### src/hdl/pmf_pkg.sv
package pmf_pkg;

    localparam int FIFO_DEPTH = 16;
    localparam int PTR_W      = $clog2(FIFO_DEPTH);
    localparam int CNT_W      = $clog2(FIFO_DEPTH + 1);
    localparam int FCOUNT_W   = 5;

    typedef enum logic [1:0] {
        OP_RX_BYTE = 2'd0,
        OP_POP     = 2'd1,
        OP_SET_X   = 2'd2,
        OP_SET_Y   = 2'd3
    } pmf_op_t;

    typedef struct packed {
        pmf_op_t            op;
        logic [7:0]         rx_byte;
        logic signed [15:0] set_value;
    } pmf_item_t;

    typedef struct packed {
        logic signed [15:0] x_position;
        logic signed [15:0] y_position;
        logic               packet_done;
        logic               packet_dropped;
        logic               pop_valid;
        logic [7:0]         popped_status;
        logic [7:0]         last_status;
        logic [FCOUNT_W-1:0] fifo_count;
    } pmf_result_t;

    typedef struct packed {
        logic       push;
        logic       pop;
        logic [7:0] wdata;
    } pmf_fifo_cmd_t;

    typedef struct packed {
        logic             dropped;
        logic             popped;
        logic [7:0]       rdata;
        logic [CNT_W-1:0] count;
    } pmf_fifo_rsp_t;

    typedef struct packed {
        logic signed [15:0] x_pos;
        logic signed [15:0] y_pos;
        logic               done;
        logic [7:0]         status;
    } pmf_dec_t;

endpackage

### src/hdl/ps2_mouse_packet_fifo_unit.sv
// PS/2 wheel-mouse packet decoder. Each accepted word carries an op: a received
// byte, a pop of the oldest stored status byte, or a load of the X or Y
// position. Every fourth received byte completes a packet (status, X delta,
// Y delta, wheel): the signed X delta is added to X, the signed Y delta is
// subtracted from Y, both wrapping at 16 bits, and the status byte goes into a
// status FIFO of FIFO_DEPTH entries, or is dropped and flagged if it is full.
// Every word produces exactly one result word with the positions, flags and
// FIFO fill after it. One word is taken per clock cycle unless a result is held
// unread (result_ready low): it passes an input register, one pass of decode,
// position add and FIFO access, and lands in the result register. The FIFO keeps
// its head entry in a register ahead of time, so a pop is served within that same pass.
module ps2_mouse_packet_fifo_unit
    import pmf_pkg::*;
(
    input  logic        clk,
    input  logic        rst_n,
    input  logic        item_valid,
    output logic        item_ready,
    input  pmf_item_t   item,
    output logic        result_valid,
    input  logic        result_ready,
    output pmf_result_t result
);

    logic          held_valid;
    pmf_item_t     held_item;
    logic          advance;
    pmf_dec_t      dec;
    pmf_fifo_cmd_t fifo_cmd;
    pmf_fifo_rsp_t fifo_rsp;
    logic          out_valid_reg;
    logic          out_valid_next;
    pmf_result_t   out_reg;
    pmf_result_t   out_next;
    logic [CNT_W+FCOUNT_W-1:0] count_ext;

    assign advance = held_valid && (!out_valid_reg || result_ready);

    pmf_in_reg u_in_reg (
        .clk        (clk),
        .rst_n      (rst_n),
        .item_valid (item_valid),
        .item_ready (item_ready),
        .item       (item),
        .advance    (advance),
        .held_valid (held_valid),
        .held_item  (held_item)
    );

    pmf_decoder u_decoder (
        .clk   (clk),
        .rst_n (rst_n),
        .step  (advance),
        .item  (held_item),
        .dec   (dec)
    );

    assign fifo_cmd.push  = advance && dec.done;
    assign fifo_cmd.pop   = advance && (held_item.op == OP_POP);
    assign fifo_cmd.wdata = dec.status;

    pmf_status_fifo u_fifo (
        .clk   (clk),
        .rst_n (rst_n),
        .cmd   (fifo_cmd),
        .rsp   (fifo_rsp)
    );

    assign count_ext = {{FCOUNT_W{1'b0}}, fifo_rsp.count};

    always_comb
    begin
        out_next.x_position     = dec.x_pos;
        out_next.y_position     = dec.y_pos;
        out_next.packet_done    = dec.done;
        out_next.packet_dropped = fifo_rsp.dropped;
        out_next.pop_valid      = fifo_rsp.popped;
        out_next.popped_status  = fifo_rsp.rdata;
        out_next.last_status    = dec.status;
        out_next.fifo_count     = count_ext[FCOUNT_W-1:0];
    end

    assign out_valid_next = advance ? 1'b1 : (out_valid_reg && !result_ready);

    always_ff @(posedge clk or negedge rst_n)
    begin
        if (!rst_n)
        begin
            out_valid_reg <= 1'b0;
        end
        else
        begin
            out_valid_reg <= out_valid_next;
        end
    end

    always_ff @(posedge clk)
    begin
        if (advance)
        begin
            out_reg <= out_next;
        end
    end

    assign result_valid = out_valid_reg;
    assign result       = out_reg;

endmodule

### src/hdl/pmf_in_reg.sv
module pmf_in_reg
    import pmf_pkg::*;
(
    input  logic      clk,
    input  logic      rst_n,
    input  logic      item_valid,
    output logic      item_ready,
    input  pmf_item_t item,
    input  logic      advance,
    output logic      held_valid,
    output pmf_item_t held_item
);

    logic      valid_reg;
    logic      valid_next;
    pmf_item_t item_reg;

    assign item_ready = !valid_reg || advance;
    assign valid_next = item_ready ? item_valid : valid_reg;

    always_ff @(posedge clk or negedge rst_n)
    begin
        if (!rst_n)
        begin
            valid_reg <= 1'b0;
        end
        else
        begin
            valid_reg <= valid_next;
        end
    end

    always_ff @(posedge clk)
    begin
        if (item_ready && item_valid)
        begin
            item_reg <= item;
        end
    end

    assign held_valid = valid_reg;
    assign held_item  = item_reg;

endmodule

### src/hdl/pmf_decoder.sv
module pmf_decoder
    import pmf_pkg::*;
(
    input  logic      clk,
    input  logic      rst_n,
    input  logic      step,
    input  pmf_item_t item,
    output pmf_dec_t  dec
);

    logic [1:0]         byte_idx_reg;
    logic [1:0]         byte_idx_next;
    logic [7:0]         pkt_reg [3];
    logic signed [15:0] x_reg;
    logic signed [15:0] y_reg;
    logic [7:0]         latch_reg;
    logic signed [15:0] dx;
    logic signed [15:0] dy;
    logic               last_byte;

    assign last_byte = (item.op == OP_RX_BYTE) && (byte_idx_reg == 2'd3);
    assign dx = {{8{pkt_reg[1][7]}}, pkt_reg[1]};
    assign dy = {{8{pkt_reg[2][7]}}, pkt_reg[2]};

    always_comb
    begin
        dec.x_pos  = x_reg;
        dec.y_pos  = y_reg;
        dec.done   = 1'b0;
        dec.status = latch_reg;
        byte_idx_next = byte_idx_reg;
        case (item.op)
            OP_RX_BYTE:
            begin
                byte_idx_next = byte_idx_reg + 2'd1;
                if (last_byte)
                begin
                    // The fourth (wheel) byte itself is not used.
                    dec.done   = 1'b1;
                    dec.status = pkt_reg[0];
                    dec.x_pos  = x_reg + dx;
                    dec.y_pos  = y_reg - dy;
                end
            end
            OP_SET_X: dec.x_pos = item.set_value;
            OP_SET_Y: dec.y_pos = item.set_value;
            default:  ;
        endcase
    end

    always_ff @(posedge clk or negedge rst_n)
    begin
        if (!rst_n)
        begin
            byte_idx_reg <= 2'd0;
            pkt_reg[0]   <= 8'd0;
            pkt_reg[1]   <= 8'd0;
            pkt_reg[2]   <= 8'd0;
            x_reg        <= 16'sd0;
            y_reg        <= 16'sd0;
            latch_reg    <= 8'd0;
        end
        else if (step)
        begin
            byte_idx_reg <= byte_idx_next;
            x_reg        <= dec.x_pos;
            y_reg        <= dec.y_pos;
            latch_reg    <= dec.status;
            if ((item.op == OP_RX_BYTE) && !last_byte)
            begin
                pkt_reg[byte_idx_reg] <= item.rx_byte;
            end
        end
    end

endmodule

### src/hdl/pmf_status_fifo.sv
module pmf_status_fifo
    import pmf_pkg::*;
(
    input  logic          clk,
    input  logic          rst_n,
    input  pmf_fifo_cmd_t cmd,
    output pmf_fifo_rsp_t rsp
);

    logic [7:0]       mem [FIFO_DEPTH];
    logic [PTR_W-1:0] wr_ptr_reg;
    logic [PTR_W-1:0] wr_ptr_next;
    logic [PTR_W-1:0] rd_ptr_reg;
    logic [PTR_W-1:0] rd_ptr_next;
    logic [CNT_W-1:0] count_reg;
    logic [CNT_W-1:0] count_next;
    logic [7:0]       head_reg;
    logic             full;
    logic             empty;
    logic             do_push;
    logic             do_pop;

    assign full    = (count_reg == CNT_W'(FIFO_DEPTH));
    assign empty   = (count_reg == '0);
    assign do_push = cmd.push && !full;
    assign do_pop  = cmd.pop && !empty;

    assign wr_ptr_next = !do_push ? wr_ptr_reg :
                         (wr_ptr_reg == PTR_W'(FIFO_DEPTH - 1)) ? '0 : wr_ptr_reg + 1'b1;
    assign rd_ptr_next = !do_pop ? rd_ptr_reg :
                         (rd_ptr_reg == PTR_W'(FIFO_DEPTH - 1)) ? '0 : rd_ptr_reg + 1'b1;

    always_comb
    begin
        count_next = count_reg;
        if (do_push && !do_pop)
        begin
            count_next = count_reg + 1'b1;
        end
        else if (do_pop && !do_push)
        begin
            count_next = count_reg - 1'b1;
        end
    end

    assign rsp.dropped = cmd.push && full;
    assign rsp.popped  = do_pop;
    assign rsp.rdata   = do_pop ? head_reg : 8'd0;
    assign rsp.count   = count_next;

    always_ff @(posedge clk or negedge rst_n)
    begin
        if (!rst_n)
        begin
            wr_ptr_reg <= '0;
            rd_ptr_reg <= '0;
            count_reg  <= '0;
        end
        else
        begin
            wr_ptr_reg <= wr_ptr_next;
            rd_ptr_reg <= rd_ptr_next;
            count_reg  <= count_next;
        end
    end

    // The head register always holds the word at the next read pointer, so a pop
    // needs no read in its own cycle. A word written to that slot now is bypassed.
    always_ff @(posedge clk)
    begin
        if (do_push)
        begin
            mem[wr_ptr_reg] <= cmd.wdata;
        end
        if (do_push && (wr_ptr_reg == rd_ptr_next))
        begin
            head_reg <= cmd.wdata;
        end
        else
        begin
            head_reg <= mem[rd_ptr_next];
        end
    end

    a_count_bound: assert property (@(posedge clk) disable iff (!rst_n)
        count_reg <= CNT_W'(FIFO_DEPTH))
        else $error("status FIFO count above depth");

    a_ptr_gap: assert property (@(posedge clk) disable iff (!rst_n)
        (count_reg == CNT_W'(FIFO_DEPTH)) || (count_reg == '0)
        || (wr_ptr_reg != rd_ptr_reg))
        else $error("status FIFO pointers meet while partly filled");

    a_push_count: assert property (@(posedge clk) disable iff (!rst_n)
        (do_push && !do_pop) |=> (count_reg == $past(count_reg) + 1'b1))
        else $error("status FIFO count missed a push");

    a_drop_full: assert property (@(posedge clk) disable iff (!rst_n)
        rsp.dropped |-> (cmd.push && full && !do_push))
        else $error("status byte dropped with room left");

endmodule
### config.mk
export PLATFORM = sky130hd
export DESIGN_NAME = ps2_mouse_packet_fifo_unit
export DESIGN_NICKNAME = d
export VERILOG_FILES = /design/src/hdl/pmf_pkg.sv /design/src/hdl/ps2_mouse_packet_fifo_unit.sv /design/src/hdl/pmf_in_reg.sv /design/src/hdl/pmf_decoder.sv /design/src/hdl/pmf_status_fifo.sv
export SDC_FILE = /design/constraint.sdc
export NUM_CORES = 1
export LEC_CHECK = 0
export BUFFER_PORTS_ARGS = -buffer_cell sky130_fd_sc_hd__buf_2
export CORE_MARGIN = 2
export CORE_UTILIZATION = 45
export DETAILED_ROUTE_END_ITERATION = 7
export PLACE_DENSITY = 0.62
export SYNTH_ARGS = -nofsm -noshare
export SYNTH_HDL_FRONTEND = slang
export SYNTH_SLANG_ARGS = --single-unit
### constraint.sdc
create_clock -name clk -period 3.8 [get_ports clk]
set_input_delay 0 -clock clk [delete_from_list [all_inputs] [get_ports clk]]
set_output_delay 0 -clock clk [all_outputs]
set_load 0.02 [all_outputs]
==> metrics.md <==
| Metric | Value |
|---|---|
| Outcome | `completed` |
| # rows | `63` |
| Yosys warnings | `0` |
| Clock buffer depth | `3` |
| Worst path max stage delay | `0.43 ns` |
| Area share of the largest cell type after synthesis | `0.4660` |
| Synth cell count leaders | `210 x edfxtp_1, 92 x nand2_1, 81 x dfrtp_1` |
| Post-route setup TNS | `0 ns` |
| Skew final | `0.01107 ns` |
| Seq/Total Area, Yosys | `0.6217` |
| Final slew viol count | `0` |
| WP data arrival | `2.91 ns` |
| Max-cap viol count | `0` |
| Vias in the first global route | `8364` |
| Max Fclk | `368.2 MHz` |
| CTS Buf Count | `31` |
| GRT Util Overall | `0.2006` |
| Layout area overhead | `16.26%` |
| Setup-failing EPs final | `0` |
| Fin crit period | `2.716 ns` |
| IO Port Bufs | `87` |
| Mean post-synth cell area | `14.08 um2` |
| DR iter-0 viols | `680` |
| Ratio of cells with drive above 1 in the final layout | `0.1941` |
| Max IR drop VDD | `0.0004602 V` |
| Mapped cell area | `13530 um2` |
| RSZ-0062 raised after global routing | `false` |
| CP Class | `reg2reg` |
| Htree depth | `1` |
| Setup WS post-layout | `1.084 ns` |
| WL final | `31270 um` |
| First-pass GRT wire length | `48270 um` |
| Fillers | `2495` |
| Leading area contributor after synthesis | `edfxtp_1` |
| Synth area leaders | `edfxtp_1 47%, dfrtp_1 15%, mux4_1 4.7%` |
| Initial antenna violation count | `0` |
| CTS sink count | `295` |
| Gate Count Post-Synth | `961` |
| Critical Path RT | `4.00 ns` |
| CP max-delay cell | `and2_1` |
| WHS | `0.07681 ns` |
| Crit Path Max Fanout | `13` |
| Most frequent cell after synthesis | `edfxtp_1` |
| CORE AREA | `29640 um2` |
| Via density | `5.699` |
| Ys async rst share | `0.2746` |
| Crit. End Element | `register` |
| Max_slew headroom | `0.3538` |
| Critical Path Source Type | `register` |
| TritonCTS clock tree | `built` |
| Chip height | `177.4 um` |
| Initial core utilization | `0.4566` |
| Last weighted congestion value of the routability-driven placer | `0.9118` |
| TritonRoute pass-1 iters | `5` |
| IO Count | `88` |
| Layout Utilization | `0.5309` |
| Clk root buf | `clkbuf_16` |
| Largest net degree at the start of global routing | `90` |
| Tcrit/Tclk final | `0.7147` |
| Static leakage | `6.129 nW` |
| DRC viols | `0` |
| Flops & latches, synth | `295` |
| Min-Delay Path Class | `in2async` |
| Post-DP HPWL | `20990 um` |
| Routed Antenna Nets | `0` |
| Post-CTS Resized | `0` |
| DR WL/cell | `20.80 um` |
| Clk pin slew, worst setup/hold paths | `0.06 ns` |
| Die width | `177.4 um` |
| Final #Nets | `1166` |
| Dpl cells | `1416` |
| EDFF count, synth | `210` |
| Ys flop type | `edfxtp_1` |
| ANT cells | `0` |
| Worst-Margin Slew | `0.9628 ns` |
| Clock Latency Late Sink | `0.56 ns` |
| Yosys cell types | `73` |
| Biggest register | `u_fifo.mem` |
| Grt total ovfl | `0` |
| Vias | `8566` |
| Pwr/cell area | `764.7 nW/um2` |
| Pre-CTS setup slack | `1.094 ns` |
| Crit-path cells | `inv_1 -> ha_1 -> nand2_1 -> inv_2 -> nand3_1 -> buf_4 -> nor2b_1 -> buf_4 -> and2_1 -> and2b_1 -> and2_1` |
| Max reg flops | `128` |
| Syn_nets | `1038` |
| Die area | `31480 um2` |
| Final hold vios | `0` |
| Post-Layout Cell Count | `1503` |
## final timing paths
path                                   startpoint                      to  slack, ns  cells after the start
max                        u_in_reg.held_item[25]        u_fifo.mem[7][2]       1.08                     11
min in group clk                          item[9]   u_in_reg.held_item[9]       0.15                      2
max in group asynchronous                   rst_n      u_decoder.x_reg[2]       2.81                      3
min                                         rst_n     u_decoder.y_reg[11]       0.08                      2
max reg2reg                u_in_reg.held_item[25]        u_fifo.mem[7][2]       1.08                     11
min reg2reg                u_decoder.latch_reg[6]  u_decoder.latch_reg[6]       0.51                      1
## power breakdown
group | leakage (nW) | switching (mW) | total, mW | internal [mW]
Clock | 0.513 | 1.25 | 3.08 | 1.83
Sequential | 3.02 | 0.548 | 4.75 | 4.20
Combinational | 2.60 | 2.37 | 4.20 | 1.83
Total | 6.13 | 4.17 | 12.0 | 7.86
## worst max-delay path, delay by kind of cell, from the launching register on
kind | cells | cell delay, ns
adders and majority gates | 1 | 0.17
DFF | 1 | 0.41
buffers and inverters | 4 | 0.64
and+or+nand+nor | 6 | 1.13
## per-stage QoR
stage | total power, mW | instance area [um2]
2_1_floorplan | 7.859 | 13530
3_3_place_gp | 8.898 | 14390
3_5_place_dp | 8.946 | 14390
4_1_cts | 12.08 | 15730
5_1_grt | 12.73 | 15730
6_report | 12.03 | 15730
## layout make-up
class                           instances  area, um2  share of cell area
Inverter                               35      132.6            0.008429
Clock buffer                           40      839.6             0.05336
Clock inverter                         17      202.7             0.01288
Sequential cell                       295       8416              0.5349
Tap cell                              390      488.0             0.03101
Timing Repair Buffer                  131      855.8             0.05439
Multi-Input combinational cell        595       4800              0.3051
## layout by cell type, fill, tap and decap left out, types with 10 or more instances in the layout
cell type      synthesis  final
buf_4                  0     14
buf_2                  6     86
and2_1                24     24
o21ai_0               47     47
dlygate4sd3_1          0     30
mux4_1                24     24
a22oi_1               14     14
dfrtp_1               81     81
mux2_2                38     38
and3_1                11     11
nand2_1               92     92
xnor2_1               17     17
a21o_1                10     10
edfxtp_1             210    210
inv_1                 30     30
mux4_2                16     16
ha_1                  45     45
clkbuf_16              0     31
nor2_1                46     46
nand3_1               15     15
a21oi_1               39     39
## logic make-up (layout without fill, tap and decap cells)
| kind of cell | after synthesis | count (layout) | share of synthesized area |
|---|---|---|---|
| adder cells (fa/ha/maj) | 47 | 47 | 0.04456 |
| AND/OR/NAND/NOR | 233 | 233 | 0.08182 |
| AO/OA/AOI/OAI | 205 | 205 | 0.1020 |
| XOR/XNOR | 24 | 24 | 0.01553 |
| multiplexers | 86 | 86 | 0.1108 |
| flip-flops | 295 | 295 | 0.6217 |
| buffers and inverters | 71 | 223 | 0.02367 |
## layer usage
layer  up-vias  track usage  part of all wire
met5         -            0                 0
met3        49      0.03320             0.056
met2       254       0.3119              0.46
li1       3980            -                 -
met4         0      0.05874             0.028
met1      4283       0.2914              0.46
## timing repair
action                    4_1_cts  5_1_grt
setup buffers                   0        0
hold buffers                   30        0
hold endpoints to repair       77        0
Power figures use the tool's default switching activity.
